`src/rtl/ppd_pkg.sv`:
```
// ----------------------------------------------------------------------------
// ppd_pkg
// Shared types and codes for the pixel projection density unit.
// ----------------------------------------------------------------------------
package ppd_pkg;

    localparam logic [1:0] KIND_HIT     = 2'd0;
    localparam logic [1:0] KIND_ROW_END = 2'd1;
    localparam logic [1:0] KIND_READ    = 2'd2;

    localparam logic RESULT_ROW = 1'b0;
    localparam logic RESULT_BIN = 1'b1;

    localparam logic CFG_CENTROID_X       = 1'b0;
    localparam logic CFG_ROWS_PER_SECTION = 1'b1;

    localparam int COL_W   = 12;
    localparam int Q_DEPTH = 4;
    localparam int Q_PTR_W = 2;
    localparam int Q_CNT_W = 3;

    typedef struct packed {
        logic [1:0]       kind;
        logic             in_range;
        logic             is_left;
        logic [COL_W-1:0] column;
    } ppd_entry_t;

    typedef struct packed {
        logic               full;
        logic               empty;
        logic [Q_CNT_W-1:0] count;
    } ppd_q_status_t;

endpackage

```
`src/rtl/ppd_front.sv`:
```
// ----------------------------------------------------------------------------
// ppd_front
// Input acceptance and classification of items ahead of the queue.
// ----------------------------------------------------------------------------
module ppd_front #(
    parameter int COLUMNS = 256
) (
    input  logic                     s_tvalid,
    output logic                     s_tready,
    input  logic [15:0]              s_tdata,     // column [11:0], zero [15:12]
    input  logic [1:0]               s_tuser,     // kind [1:0]
    input  logic [ppd_pkg::COL_W-1:0] centroid_x,
    input  ppd_pkg::ppd_q_status_t   q_status,
    input  logic                     clr_busy,
    output logic                     push,
    output ppd_pkg::ppd_entry_t      entry
);
    import ppd_pkg::*;

    logic [COL_W-1:0] column;

    always_comb begin
        column         = s_tdata[COL_W-1:0];
        s_tready       = !q_status.full && !clr_busy;
        entry.kind     = s_tuser;
        entry.column   = column;
        entry.in_range = (32'(column) < COLUMNS);
        entry.is_left  = (column < centroid_x);
        push           = s_tvalid && s_tready &&
                         (s_tuser == KIND_HIT || s_tuser == KIND_ROW_END ||
                          s_tuser == KIND_READ);
    end

endmodule

```
`config.mk`:
```
export PLATFORM = sky130hd
export DESIGN_NAME = ppd_front
export DESIGN_NICKNAME = d
export VERILOG_FILES = /design/src/rtl/ppd_pkg.sv /design/src/rtl/ppd_front.sv
export SDC_FILE = /design/constraint.sdc
export NUM_CORES = 1
export LEC_CHECK = 0
export ABC_AREA = 1
export BUFFER_PORTS_ARGS = -buffer_cell sky130_fd_sc_hd__buf_2
export CAP_MARGIN = 20
export CORE_AREA = 3 3 40 42
export DETAILED_ROUTE_END_ITERATION = 12
export DIE_AREA = 0 0 43 45
export GPL_TIMING_DRIVEN = 0
export PLACE_DENSITY = 0.86
export SETUP_SLACK_MARGIN = 0.15
export SLEW_MARGIN = 40
export SYNTH_ARGS = -nofsm -noshare
export SYNTH_HDL_FRONTEND = slang
export SYNTH_SLANG_ARGS = --single-unit
```
`constraint.sdc`:
```
create_clock -name vclk -period 3.7
set_input_delay 1.11 -clock vclk [all_inputs]
set_output_delay 1.11 -clock vclk [all_outputs]
set_load 0.03 [all_outputs]
```
==> After elaboration in Yosys (flattened, before gate mapping) <==
Cells that the tools add are included.
{ "totals": {"register_bits": 0, "latch_bits": 0, "mem_bits_rw": 0, "romBits": 0, "input_bits": 37, "output_inout_bits": 18, "word_cells": 12, "n_memories": 0} }
{ "op_classes": {"addsub": 0, "n_mul": 0, "n_div": 0, "n_lt_le_gt_ge": 2, "n_eq_ne": 2, "shift": 0, "muxes": 0, "bitwise": 0, "n_reduce_logical": 8} }
{ "ops": {"columns": ["cell", "count"], "rows": [
  ["$lt A12 B12 Y1", 1],
  ["$lt A12 B9 Y1 const B", 1],
  ["$logic_and A1 B1 Y1", 3],
  ["$eq A2 B1 Y1 const B", 1],
  ["$eq A2 B2 Y1 const B", 1],
  ["$logic_not A1 Y1", 2],
  ["$logic_not A2 Y1", 1],
  ["$logic_or A1 B1 Y1", 2]
]} }

==> Depth between registers and ports, before layout <==
{ "depth": {"depth_word": 4, "mapped_depth": 9, "ltp_nobuf": 9} }

==> Least setup slack after synthesis <==
Ideal clock, no wire load.
{ "synth_path": {"path_kind": "input port to output port", "from": "input clr_busy", "to": "output push", "arrival_ns": 2.158, "required_ns": 2.590, "path_slack_ns": 0.432, "cell_stages": 3, "cell_sequence": "nor2_1 -> nand2_1 -> a21oi_1"} }
{ "synth_via": {"elab_chain_len": 4} }
{ "synth_lines": {"columns": ["element", "line_no", "text"], "rows": [
  ["start, declared", "ppd_front.sv:14", "input logic clr_busy,"],
  ["$logic_not A1 Y1", "ppd_front.sv:24", "s_tready = !q_status.full && !clr_busy;"],
  ["$logic_and A1 B1 Y1", "ppd_front.sv:24", null],
  ["$logic_and A1 B1 Y1 (2 in a row)", "ppd_front.sv:29", "push = s_tvalid && s_tready &&"],
  ["end, declared", "ppd_front.sv:15", "output logic push,"]
]} }
Every way passes these cells.

==> qor.txt <==
vias per cell -> 4.16
max_slew headroom -> 86.2%
Crit path largest cell delay -> 0.30 ns
Final setup viols -> 0
CP cell instances -> buf_2, ha_1, a21o_1, nor2_1, nand2_1, a21oi_2, buf_2
fillcell total -> 142
Cell Area, Synth -> 440 sq um
xor-xnor portion of the synthesized cell area -> 0%
antenna viol nets, final -> 0
DPL Wire Length -> 965 um
Initial Utilization -> 34.3%
clk_buf instances -> 0
Initial DRC Count -> 0
HP Class -> in2out
die area -> 1940 sq um
Distinct cells, synth -> 10
Area after DPL -> 694 sq um
Pwr Density -> 129 nW/um^2
Leakage -> 0.497 nW
Final Cycle Share -> 88.6%
placed cells -> 134
CP max FO -> 3
post-synthesis sequential area ratio -> 0%
Critical Path Source Type -> input pin
CTS hold repair buffers -> 0
post-CTS setup buffers -> 0
crit path capture type -> output pin
fin. max-slew vios -> 0
FFs & Latches -> 0
status -> complete, no violations
CP Launch Point -> s_tdata[11]
gr usage total -> 9.95%
post-synthesis adder-cell area fraction -> 31.3%
number of remaining DRC errors -> 0
top-count cell post-synth -> nand2_1
initial antenna violation count -> 0
Worst path slowest cell -> ha_1
Via Count -> 558
Yosys warning total -> 0
Syn Area/Cell -> 6.12 sq um
nets -> 169
multiplexer area fraction after synthesis -> 0%
area grow syn2layout -> 57.7%
Levels on crit path -> 7
Finished Cell Area -> 694 sq um
most frequent cells after synthesis -> nand2_1, inv_1, buf_4
# diodes -> 0
cells resized by post-CTS repair -> 0
hold path cells -> 3
First-pass DRT Iterations -> 1
fmax -> 0.305 GHz
crit path time final -> 3.28 ns
Peak supply drop -> 0.0000529 V
maxcap violations -> 0
Port-buffer cells -> 47
DRT Wirelength -> 996 um
hold path start -> q_status[4]
Setup TNS -> 0 ns
cell taking the most area after synthesis -> ha_1
Post-Layout Cell Count -> 134
unrepaired setup endpoints after global routing -> false
first-pass GRT wire length -> 1.63 mm
Routability Congestion -> 0.645
die width -> 43 um
DIE HEIGHT -> 45 um
crit path buf inv count -> 2
overall power -> 0.0000898 W
Routed WL per cell -> 7.43 um
share of cells above drive strength 1 -> 53.8%
worst path arrival time -> 2.17 ns
complex-gate fraction of the synthesized area -> 8.24%
Fin. Hold Viols -> 0
delay-heaviest family, CP -> buffers and inverters
Cells after Synth -> 72
sequential cell area -> 0 sq um
Synth top area share -> 31.3%
area used by multi-input combinational logic -> 272 sq um
Worst Max-Slew Pin Slew -> 0.205 ns
Site Rows -> 13
Post-Syn Nets -> 120
GR Overflow Total -> 0
critical path type -> in2out
ranking of synthesized cells by area -> ha_1, buf_4, nand2_1, inv_1, a21oi_1
Worst EP required -> 2.59 ns
dominant combinational cell family by area after synthesis -> buffers and inverters
Synth Area in Simple Gates -> 22.2%
I/O pin count -> 55
largest net degree at the start of global routing -> 4
core area -> 1280 sq um
number of global-route vias before repair -> 463
Most common cell on crit path -> buf_2
[cell usage in the layout (no fill, tap or decap)]
cell type / instances
buf_2: 47
ha_1: 11
buf_4: 14
inv_1: 17
nand2_1: 19
nor2_1: 2
a21oi_1: 4
nor4_1: 1
nor2_2: 2
a21oi_2: 1
a21o_1: 1
[per-layer routing]
layer	vias up	routed length [um]	global-route usage, %
met1	224	340	11.0
met5	-	0	0
met2	35	465	20.1
met3	0	190	2.79
met4	0	0	0
li1	299	-	-
[through the flow]
step	utilization, %	worst slack [ns]	hold slack (ns)
finish	54.0	0.422	2.50
global route	54.0	0.345	2.51
CTS	54.0	0.409	2.50
detailed placement	54.0	0.413	2.49
global placement	54.0	0.422	2.50
floorplan	-	0.432	2.33
[layout make-up]
class	instances	area share, %
buffer	14	15.1
inverter	17	9.19
multi-input combinational	41	39.1
tap	15	2.70
timing repair buffer	47	33.9
[final timing paths]
path	to	slack, ns
min	s_tready	2.50
max	entry[12]	0.42
[logic make-up (layout without fill, tap and decap cells)]
family,count (synthesis),after routing
compound gates,6,6
fa+ha+maj,11,11
buf+inv,31,78
simple gates,24,24
[power breakdown]
part	internal [W]	switching [W]	total, W	leakage (nW)
sequential	0	0	0	0
clock	0	0	0	0
combinational	0.0000400	0.0000498	0.0000898	0.497
Power figures use the tool's default switching activity.
