### config.mk
export PLATFORM = sky130hd
export DESIGN_NAME = ppd_queue
export DESIGN_NICKNAME = d
export VERILOG_FILES = /design/src/rtl/ppd_pkg.sv /design/src/rtl/ppd_queue.sv
export SDC_FILE = /design/constraint.sdc
export NUM_CORES = 1
export LEC_CHECK = 0
export BUFFER_PORTS_ARGS = -buffer_cell sky130_fd_sc_hd__buf_2
export CAP_MARGIN = 30
export CORE_ASPECT_RATIO = 1.25
export CORE_MARGIN = 2
export CORE_UTILIZATION = 40
export DETAILED_ROUTE_END_ITERATION = 10
export SYNTH_ARGS = -nofsm -noshare
export SYNTH_HDL_FRONTEND = slang
export SYNTH_SLANG_ARGS = --single-unit
### constraint.sdc
create_clock -name aclk -period 3.97 [get_ports aclk]
set_input_delay 0.794 -clock aclk [delete_from_list [all_inputs] [get_ports aclk]]
set_output_delay 0.794 -clock aclk [all_outputs]
set_load 0.02 [all_outputs]
### src/rtl/ppd_pkg.sv
// ----------------------------------------------------------------------------
// ppd_pkg
// Shared types and codes for the pixel projection density unit.
// ----------------------------------------------------------------------------
package ppd_pkg;

    localparam logic [1:0] KIND_HIT     = 2'd0;
    localparam logic [1:0] KIND_ROW_END = 2'd1;
    localparam logic [1:0] KIND_READ    = 2'd2;

    localparam logic RESULT_ROW = 1'b0;
    localparam logic RESULT_BIN = 1'b1;

    localparam logic CFG_CENTROID_X       = 1'b0;
    localparam logic CFG_ROWS_PER_SECTION = 1'b1;

    localparam int COL_W   = 12;
    localparam int Q_DEPTH = 4;
    localparam int Q_PTR_W = 2;
    localparam int Q_CNT_W = 3;

    typedef struct packed {
        logic [1:0]       kind;
        logic             in_range;
        logic             is_left;
        logic [COL_W-1:0] column;
    } ppd_entry_t;

    typedef struct packed {
        logic               full;
        logic               empty;
        logic [Q_CNT_W-1:0] count;
    } ppd_q_status_t;

endpackage

### src/rtl/ppd_queue.sv
// ----------------------------------------------------------------------------
// ppd_queue
// Short FIFO that decouples classification from the counting pipeline.
// ----------------------------------------------------------------------------
module ppd_queue (
    input  logic                   aclk,
    input  logic                   aresetn,
    input  logic                   push,
    input  ppd_pkg::ppd_entry_t    push_entry,
    input  logic                   pop,
    output ppd_pkg::ppd_entry_t    head,
    output ppd_pkg::ppd_q_status_t status
);
    import ppd_pkg::*;

    ppd_entry_t         q_mem_reg [Q_DEPTH];
    logic [Q_PTR_W-1:0] wr_ptr_reg, wr_ptr_next;
    logic [Q_PTR_W-1:0] rd_ptr_reg, rd_ptr_next;
    logic [Q_CNT_W-1:0] count_reg, count_next;

    always_comb begin
        wr_ptr_next = push ? wr_ptr_reg + 1'b1 : wr_ptr_reg;
        rd_ptr_next = pop ? rd_ptr_reg + 1'b1 : rd_ptr_reg;
        count_next  = count_reg;
        if (push && !pop) begin
            count_next = count_reg + 1'b1;
        end else if (pop && !push) begin
            count_next = count_reg - 1'b1;
        end
        head         = q_mem_reg[rd_ptr_reg];
        status.full  = (count_reg == Q_CNT_W'(Q_DEPTH));
        status.empty = (count_reg == '0);
        status.count = count_reg;
    end

    always_ff @(posedge aclk) begin
        if (!aresetn) begin
            wr_ptr_reg <= '0;
            rd_ptr_reg <= '0;
            count_reg  <= '0;
        end else begin
            wr_ptr_reg <= wr_ptr_next;
            rd_ptr_reg <= rd_ptr_next;
            count_reg  <= count_next;
        end
    end

    always_ff @(posedge aclk) begin
        if (push) begin
            q_mem_reg[wr_ptr_reg] <= push_entry;
        end
    end

endmodule

Word-level counts from Yosys, hierarchy flattened
Memories as Yosys holds them, arrays and structs flattened. A register that Yosys moved wholly into a read port is not among the register bits.
Cells that the tools add are included.
{"block": "word_totals", "register_bits": 7, "ramBits": 64, "inputBits": 20, "output_inout_bits": 21, "elab_cells": 21, "memories": 1}
{"block": "classes", "addsub": 4, "eq_ne": 1, "n_mux": 6, "reduce_logical": 6}
{"memory": "q_mem_reg", "depth": 4, "width": 16, "rd": 1, "rd_ports_with_merged_regs": 1, "write_ports": 1, "line_no": "ppd_queue.sv:16", "text": "ppd_entry_t q_mem_reg [Q_DEPTH];"}
{"op": "$mux 3", "count": 2}
{"op": "$add 2x1->2 const B", "count": 2}
{"op": "$mux 2", "count": 2}
{"op": "$add 3x1->3 const B", "count": 1}
{"op": "$eq 3x3->1 const B", "count": 1}
{"op": "$logic_not 3->1", "count": 1}
{"op": "$sub 3x1->3 const B", "count": 1}
{"op": "$logic_and 1x1->1", "count": 2}
{"op": "$logic_not 1->1", "count": 2}
{"op": "$mux 1", "count": 2}
{"op": "$reduce_bool 2->1", "count": 1}

Depth between registers and ports, before layout
Gate-level depths: netlist (run 1).
{"block": "logic_depth", "ltp_word": 4, "depth_mapped": 7, "ltp_nobuf": 7}

Worst setup path before layout (run 1)
OpenSTA, ideal clock, no wires.
{"block": "synth_path", "kind": "input port to flip-flop", "startpoint": "input port pop", "endpoint": "register count_reg[2]", "setup_time_ns": 0.076, "arrival_time_ns": 1.995, "required_ns": 3.894, "slack_ns": 1.899, "path_stages": 7, "n_path_buf": 0, "path_cell_list": "inv_1 > ha_1 > inv_1 > fa_1 > xor2_1 > or3_1 > a21boi_0"}
{"block": "synth_via", "elab_chain_len": 3, "elab_cells_between_ends": 5, "cone_classes": "mux: 1; reduce/logical: 4"}
{"element": "from (decl)", "line_no": "ppd_queue.sv:10", "text": "input logic pop,"}
{"element": "$logic_not 1->1", "line_no": "ppd_queue.sv:25", "text": "if (push && !pop) begin"}
{"element": "$logic_and 1x1->1", "line_no": "ppd_queue.sv:25"}
{"element": "$mux 3 or $reduce_bool 2->1 (tied branches)"}
{"element": "to (signal assigned)", "line_no": "ppd_queue.sv:44", "text": "count_reg <= count_next;"}
{"element": "to (decl)", "line_no": "ppd_queue.sv:19", "text": "logic [Q_CNT_W-1:0] count_reg, count_next;"}
Parallel ways exist; a longest one is shown, timed or not.
A chain may end at the register's enable or synchronous reset.

==> results of run 1 <==
final timing paths:
path,from,end,slack (ps)
max,flop,head[2],1430
min,count_reg[2],count_reg[2],560
max reg2reg,wr_ptr_reg[0],q_mem_reg[1][5],2310
min reg2reg,count_reg[2],count_reg[2],560
layout make-up:
cell class                      count  share of cell area
Clock buffer                       10              0.0389
Clock inverter                      6              0.0252
Inverter                            4             0.00458
Multi-Input combinational cell     46               0.193
Sequential cell                    73               0.641
Tap cell                           90              0.0343
Timing Repair Buffer               41              0.0633
worst reg2reg max path, stage by stage (launching register included):
cell	delay [ps]
dfxtp_1	410
ha_1	180
and2_1	700
synthesized netlist by cell type, types with 2 or more instances:
cell,n
xor2_1,3
edfxtp_1,64
and2_1,9
inv_1,4
mux4_1,6
dfxtp_1,9
buf_2,2
nor2b_1,2
mux2i_1,2
ha_1,5
xnor2_1,2
mux4_2,10
logic make-up after synthesis:
| group | synth area share |
|---|---|
| xor+xnor | 0.0157 |
| buf+inv | 0.0202 |
| mux | 0.144 |
| simple gates | 0.0327 |
| fa+ha+maj | 0.0296 |
| compound gates | 0.00448 |
| flops | 0.753 |
per-layer routing:
metal / GRT usage / up-vias / wire length (um)
met2: 0.224 / 40 / 2380
met5: 0 / - / 0
met4: 0.0567 / 0 / 70
met1: 0.149 / 639 / 1790
li1: - / 607 / -
met3: 0.0530 / 8 / 327
report_power, final:
| group | internal, mW | switching [mW] | leakage (nW) | total (mW) |
|---|---|---|---|---|
| Clock | 0.351 | 0.254 | 0.108 | 0.605 |
| Sequential | 0.879 | 0.0230 | 0.662 | 0.902 |
| Combinational | 0.0877 | 0.117 | 0.403 | 0.205 |
layout by cell type, fill, tap and decap left out, types with 3 or more instances in the layout:
cell / Yosys / final
edfxtp_1: 64 / 64
buf_2: 2 / 40
mux4_2: 10 / 10
and2_1: 9 / 9
dfxtp_1: 9 / 9
clkbuf_8: 0 / 9
mux4_1: 6 / 6
ha_1: 5 / 5
inv_1: 4 / 4
xor2_1: 3 / 3
==> flow_metrics.tcl, run 1 <==
set metrics [dict create \
    startpoint_type "flop" \
    worst_hold_path_type "reg -> reg" \
    die_w_um 78.7 \
    grt_util_all_layers 0.133 \
    post_cts_resize_count 0 \
    ctsHtreeMaxLevel 3 \
    totalNegativeSetupSlack_ps 0 \
    critical_path.top_delay_family "multiplexers" \
    slew_headroom 0.425 \
    tritoncts.num_buffers 9 \
    syn-mean-instance-area_um2 22.0 \
    worstMarginPinSlew_ps 862 \
    clk_buf_depth 2 \
    final.setup.worst_slack_ps 1430 \
    holdPathStages 2 \
    placement_rows 34 \
    worst-r2r-cell-count 2 \
    post-layout-total-power_mw 1.71 \
    power-per-cell-area_nw_per_um2 522 \
    stdcell_count 270 \
    nets 201 \
    synth_edf_count 64 \
    criticalPathCategory "reg -> out" \
    flow.area_growth_from_synthesis_pct 17.5 \
    max_rail_drop_vdd_uv 313 \
    crit_path_cell_trace "buf_4 -> mux4_1 -> buf_2" \
    static-leakage-power_nw 1.17 \
    rsz0062_at_grt "no" \
    critical_path.slowest_cell "mux4_1" \
    dieArea_um2 7670 \
    clkTransAtPathRegs_ps 70 \
    post-place-cells 254 \
    yosysTopAreaCellShare 0.688 \
    totalWireLength_um 4570 \
    pre_cts_slack_ps 1590 \
    placeableCoreArea_um2 6850 \
    post_drt_wl_per_cell_um 16.9 \
    critical_path_required_ps 3180 \
    dr.first_iter.drc_count 59 \
    stdcell_area_um2 3280 \
    initial_core_util 0.408 \
    skew_ps 9.98 \
    post_dp_cell_area_um2 3070 \
    postSynthCellCount 127 \
    crit_buf_inv 2 \
    number_of_distinct_standard_cells_referenced_by_the_synthesized_netlist 21 \
    critPathMaxFanout 16 \
    largest_register_ffs 64 \
    place_congestion 0.699 \
    grt_pass1_vias 1447 \
    final_max_slew_viol_count 0 \
    synth-seq-cells 73 \
    cts_tree "done" \
    worst_skew_pair.late_latency_ps 330 \
    timing.final.crit_share 0.639 \
    placement.io_buffers 40 \
    critical_path_depth 3 \
    wire_length_of_the_first_global_routing_pass_um 7380 \
    multi_input_area_um2 633 \
    synthesis.area_um2 2790 \
    synth-main-ff-cell "edfxtp_1" \
    die_extent_in_y_um 97.4 \
    outcome "completed" \
    yosysWarnings 0 \
    layout-drive-gt1-share 0.361 \
    grt_max_degree 17 \
    cts_root_buf "clkbuf_8" \
    final_antenna_net_count 0 \
    drc_violation_count_after_routing 0 \
    first_pass_iters 4 \
    worst_setup_path_end_kind "output pin" \
    async_flop_share 0 \
    seq_area_um2 2100 \
    dr_total_vias 1294 \
    cts.repair_timing.setup_buffer_count 0 \
    synth_area_leader_cell "edfxtp_1" \
    fmax_mhz 394 \
    smallest_hold_slack_ps 563 \
    netlist_top_cells_area "edfxtp_1 69%, mux4_2 8.1%, dfxtp_1 6.5%, mux4_1 5.6%, ha_1 2.2%" \
    maximum_capacitance_violations 0 \
    globalRoute.totalOverflow 0 \
    cts_sinks 73 \
    viasPerCell 4.79 \
    timing.final.crit_period_ps 2540 \
    top_level_ports 41 \
    synth_seq_area_share 0.753 \
    arrival_ps 1740 \
    filler_cell_count 579 \
    setup_viol 0 \
    dp_hpwl_um 3000 \
    cp_slowest_stage_delay_ps 610 \
    grt_antenna_before_repair 0 \
    fin_util 0.479 \
    antenna_cells 0 \
    holdBufCountCts 0 \
    syn_nets 153 \
    report.final.hold_viol_count 0 \
]
Power figures use the tool's default switching activity.
==> inputs of run 2 (changes only) <==
- ABC_AREA: not set -> 1
- clock period: 3.97 -> 2.5 ns (I/O delays scaled with it)
==> run 2 against run 1 <==
Effect of this change:
- sequential power increased by 56%
- synthesized cell count increased by 67%
- worst hold slack got worse by 190 ps
- highest routed layer unchanged
- routed wire length increased by 13%
- largest power group unchanged
- first-iteration DRC count increased to 2.6 times the previous value
- die area increased by 0.21%
- worst setup slack got worse by 1100 ps
- critical path type unchanged
==> flow_metrics.tcl, run 2 <==
set metrics [dict create \
    cts_sinks 73 \
    place_congestion 0.723 \
    synth_seq_area_share 0.751 \
    report.final.hold_viol_count 0 \
    netlist_top_cells_count "64 x edfxtp_1, 37 x nor2_1, 28 x o21ai_1" \
    holdBufCountCts 0 \
    stdcell_count 353 \
    ctsHtreeMaxLevel 3 \
    grt_util_all_layers 0.147 \
    stdcell_area_um2 3320 \
    grt_pass1_vias 1665 \
    synth_edf_count 64 \
    final_cell_mix "64 x edfxtp_1, 40 x buf_2, 37 x nor2_1, 28 x o21ai_1, 16 x o22ai_1" \
    post-layout-total-power_mw 2.77 \
    drc_violation_count_after_routing 0 \
    skew_ps 7.41 \
    fin_util 0.485 \
    die_w_um 78.8 \
    first_pass_iters 4 \
    number_of_distinct_standard_cells_referenced_by_the_synthesized_netlist 17 \
    final_max_slew_viol_count 0 \
    final.setup.worst_slack_ps 317 \
    static-leakage-power_nw 1.26 \
    yosysWarnings 0 \
    pre_cts_slack_ps 633 \
    setup_viol 0 \
    post-synth-top-count-cell "edfxtp_1" \
    dr.first_iter.drc_count 154 \
    postSynthCellCount 212 \
    worstMarginPinSlew_ps 752 \
    slew_headroom 0.498 \
    criticalPathCategory "reg -> out" \
    syn_nets 238 \
    synth-seq-cells 73 \
    worst_skew_pair.late_latency_ps 340 \
    post_dp_cell_area_um2 3090 \
    arrival_ps 1680 \
    synth-main-ff-cell "edfxtp_1" \
    synthesis.area_um2 2800 \
    dieArea_um2 7680 \
    clkTransAtPathRegs_ps 80 \
    final_antenna_net_count 0 \
    power-per-cell-area_nw_per_um2 833 \
    viasPerCell 4.97 \
    globalRoute.totalOverflow 0 \
    die_extent_in_y_um 97.5 \
    dr_total_vias 1754 \
    totalNegativeSetupSlack_ps 0 \
    maximum_capacitance_violations 0 \
    nets 284 \
    top_level_ports 41 \
    post_drt_wl_per_cell_um 14.6 \
    timing.final.crit_period_ps 2180 \
    rsz0062_at_grt "no" \
    grt_antenna_before_repair 0 \
    placement_rows 34 \
    post_cts_resize_count 0 \
    critPathMaxFanout 32 \
    yosysTopAreaCellShare 0.687 \
    max_rail_drop_vdd_uv 326 \
    netlist_top_cells_area "edfxtp_1 69%, dfxtp_1 6.4%, o21ai_1 5.0%, nor2_1 5.0%, o22ai_1 3.6%" \
    totalWireLength_um 5170 \
    initial_core_util 0.408 \
    smallest_hold_slack_ps 375 \
    critical_path_required_ps 2000 \
    synth_area_leader_cell "edfxtp_1" \
    fmax_mhz 458 \
    startpoint_type "flop" \
    grt_max_degree 33 \
    placement.io_buffers 40 \
    wire_length_of_the_first_global_routing_pass_um 8310 \
    largest_register_ffs 64 \
    placeableCoreArea_um2 6850 \
    layout-drive-gt1-share 0.224 \
    cts_tree "done" \
    worst_setup_path_end_kind "output pin" \
    cts_root_buf "clkbuf_8" \
    syn-mean-instance-area_um2 13.2 \
    timing.final.crit_share 0.873 \
    worst_hold_path_type "in -> reg" \
    antenna_cells 0 \
    outcome "completed" \
    clk_buf_depth 2 \
    dp_hpwl_um 3170 \
    flow.area_growth_from_synthesis_pct 18.7 \
    most_frequent_standard_cell_in_the_layout_excluding_fill_and_tap_cells "edfxtp_1" \
    post-place-cells 337 \
    tritoncts.num_buffers 9 \
    async_flop_share 0 \
    cts.repair_timing.setup_buffer_count 0 \
]
run 2: changes by cell type after synthesis, sizes merged, moves of 3 or more:
| cell | before | now |
|---|---|---|
| a21oi | 0 | 4 |
| xor2 | 3 | 0 |
| nor2 | 0 | 37 |
| inv | 4 | 17 |
| nand2 | 1 | 9 |
| o22ai | 0 | 16 |
| and2 | 9 | 0 |
| mux4 | 16 | 0 |
| o21ai | 1 | 38 |
| buf | 4 | 8 |
run 2: final timing paths:
check / startpoint / end / slack (ps) / depth (start not counted)
setup / recovery: flop / head[11] / 320 / 4
hold / removal: push_entry[1] / q_mem_reg[1][1] / 370 / 1
setup reg to reg: wr_ptr_reg[0] / q_mem_reg[2][14] / 940 / 4
hold reg to reg: rd_ptr_reg[1] / flop / 470 / 1
run 2: worst max-delay path: stages, from the launching register on:
cell and delay (ps):
dfxtp_1 380, inv_2 440, o21ai_0 160, o22ai_1 170, buf_2 200
run 2: power breakdown:
| part | leakage [nW] | switching, mW | internal [mW] | total (mW) |
|---|---|---|---|---|
| logic | 0.484 | 0.201 | 0.0942 | 0.295 |
| clock network | 0.114 | 0.403 | 0.658 | 1.06 |
| registers | 0.663 | 0.0271 | 1.39 | 1.41 |
run 2: kinds of logic (layout without fill, tap and decap cells):
kind of cell               after synthesis  count (layout)  share of synthesized area
DFF                                     73              73                      0.751
AOI/OAI and AO/OA                       58              58                      0.111
and+or+nand+nor                         50              50                     0.0693
buffers and inverters                   25              76                     0.0389
adders and majority gates                6               6                     0.0295
run 2: area by class of cell:
cell class	count	area, um^2
clock buffers	10	128
flip-flops and latches	73	2100
clock inverters	6	106
well taps	90	113
inverters	17	63.8
multi-input cells	114	587
repair buffers	43	223
fillers	616	3530
run 2: metal layers:
layer / part of all wire / track usage
met2: 0.49 / 0.236
met5: 0 / 0
met1: 0.45 / 0.178
met4: 0.018 / 0.0931
met3: 0.044 / 0.0325
==> inputs of run 3 (changes only) <==
- ABC_AREA: 1 -> not set
==> run 3 against run 2 <==
Effect of this change:
- via count fell by 26%
- maximum frequency fell by 1.5%
- combinational power rose by 15%
- critical path depth fell by 1
- non-clock buffer count rose by 3
- global-route usage fell by 1.7 points
- critical endpoint is now head[13]
- largest cell class unchanged
- highest routed layer unchanged
==> flow_metrics.tcl, run 3 (synthesis gave the netlist of run 1 again) <==
set metrics [dict create \
    outcome "completed" \
    clk_buf_depth 2 \
    drc_violation_count_after_routing 0 \
    busiest_layer "met2" \
    rsz0062_at_grt "no" \
    dr_total_vias 1299 \
    globalRoute.totalOverflow 0 \
    regToRegSetupSlack_ps 910 \
    cts_tree "done" \
    switchingPower_mw 0.606 \
    grt_max_degree 17 \
    largest_register_ffs 64 \
    placement_rows 34 \
    report.final.hold_viol_count 0 \
    final_cell_mix "64 x edfxtp_1, 40 x buf_2, 11 x clkbuf_8, 10 x mux4_2" \
    grt_pass1_vias 1416 \
    fmax_mhz 451 \
    startpoint_type "flop" \
    power_frac_clock 0.312 \
    clkTransAtPathRegs_ps 70 \
    critical_path_required_ps 2000 \
    skew_ps 5.28 \
    most_frequent_standard_cell_in_the_layout_excluding_fill_and_tap_cells "edfxtp_1" \
    power-per-cell-area_nw_per_um2 780 \
    totalNegativeSetupSlack_ps 0 \
    viasPerCell 4.72 \
    setup_viol 0 \
    initial_core_util 0.408 \
    arrival_ps 1720 \
    grt_util_met1 0.142 \
    dr.first_iter.drc_count 69 \
    post_drt_wl_per_cell_um 16.5 \
    cts_sinks 73 \
    cts.repair_timing.setup_buffer_count 0 \
    post_cts_resize_count 0 \
    top_level_ports 41 \
    cts_root_buf "clkbuf_8" \
    layout-drive-gt1-share 0.373 \
    slew_headroom 0.802 \
    worst_hold_path_type "in -> reg" \
    first_pass_iters 4 \
    worstMarginPinSlew_ps 297 \
    nets 206 \
    power_switching_share 0.237 \
    p_comb_frac 0.132 \
    criticalPathCategory "reg -> out" \
    static-leakage-power_nw 1.18 \
    critical_path.slowest_cell "mux4_1" \
    flow.area_growth_from_synthesis_pct 17.6 \
    critPathMaxFanout 16 \
    use_met3 0.0362 \
    worst_skew_pair.late_latency_ps 340 \
    holdBufCountCts 0 \
    internal_power_mw 1.95 \
    place_congestion 0.733 \
    ctsHtreeMaxLevel 3 \
    wire_length_of_the_first_global_routing_pass_um 7040 \
    placement.io_buffers 40 \
    grt_util_all_layers 0.130 \
    final_antenna_net_count 0 \
    p_seq_frac 0.556 \
    antenna_cells 0 \
    final_max_slew_viol_count 0 \
    dp_hpwl_um 3020 \
    dieArea_um2 7670 \
    tritoncts.num_buffers 9 \
    cp_slowest_stage_delay_ps 600 \
    die_w_um 78.7 \
    post-layout-total-power_mw 2.56 \
    die_extent_in_y_um 97.4 \
    max_rail_drop_vdd_uv 334 \
    crit_path_cell_trace "buf_4 -> mux4_1 -> buf_2" \
    timing.final.crit_period_ps 2220 \
    grt_util_met2 0.218 \
    placeableCoreArea_um2 6850 \
    grt_antenna_before_repair 0 \
    totalWireLength_um 4530 \
    worst_setup_path_end_kind "output pin" \
    maximum_capacitance_violations 0 \
    timing.final.crit_share 0.886 \
]
-- run 3: changes by cell type in the layout (fill, tap and decap cells not counted), sizes merged, moves of 9 or more --
cell   before  now
and2        0    9
inv        17    4
mux4        0   16
nor2       37    0
o21ai      38    1
o22ai      16    0
-- run 3: worst paths after layout --
path | start | endpoint | depth (start not counted)
worst max-delay path | flop | head[13] | 3
worst min-delay path | push_entry[13] | q_mem_reg[1][13] | 1
worst max register to register | count_reg[0] | count_reg[2] | 4
worst min register to register | count_reg[2] | count_reg[2] | 2
-- run 3: critical path: cells and delay by family (launching register included) --
kind	cells	cell delay, ps
flops	1	310
mux	1	600
buf+inv	2	470
-- run 3: layout make-up --
| type | count | area [um^2] |
|---|---|---|
| well taps | 90 | 113 |
| clock buffers | 14 | 163 |
| fillers | 585 | 3570 |
| clock inverters | 2 | 12.5 |
| flip-flops and latches | 73 | 2100 |
| inverters | 4 | 15.0 |
| multi-input cells | 46 | 633 |
| repair buffers | 46 | 245 |
-- run 3: power by group through the flow --
stage          Combinational (mW)  Sequential, mW  Clock, mW
5_1_grt                     0.368            1.43      0.867
2_1_floorplan               0.224            1.45          0
3_3_place_gp                0.334            1.44          0
6_report                    0.339            1.42      0.798
3_5_place_dp                0.345            1.45          0
4_1_cts                     0.346            1.42      0.830
-- run 3: stage by stage --
stage,hold slack [ps],std cells,setup slack [ps],instance area (um^2),utilization
floorplan,528,127,723,2790,-
global placement,497,259,572,3110,0.454
CTS,355,275,231,3280,0.479
global route,361,275,188,3280,0.479
detailed placement,540,259,460,3110,0.454
finish,374,275,285,3280,0.479
-- run 3: per-layer routing --
| layer | routed length, um | vias up | part of all wire |
|---|---|---|---|
| met4 | 95 | 0 | 0.021 |
| met3 | 253 | 7 | 0.056 |
| met2 | 2370 | 35 | 0.52 |
| li1 | - | 613 | - |
| met5 | 0 | - | 0 |
| met1 | 1820 | 644 | 0.40 |
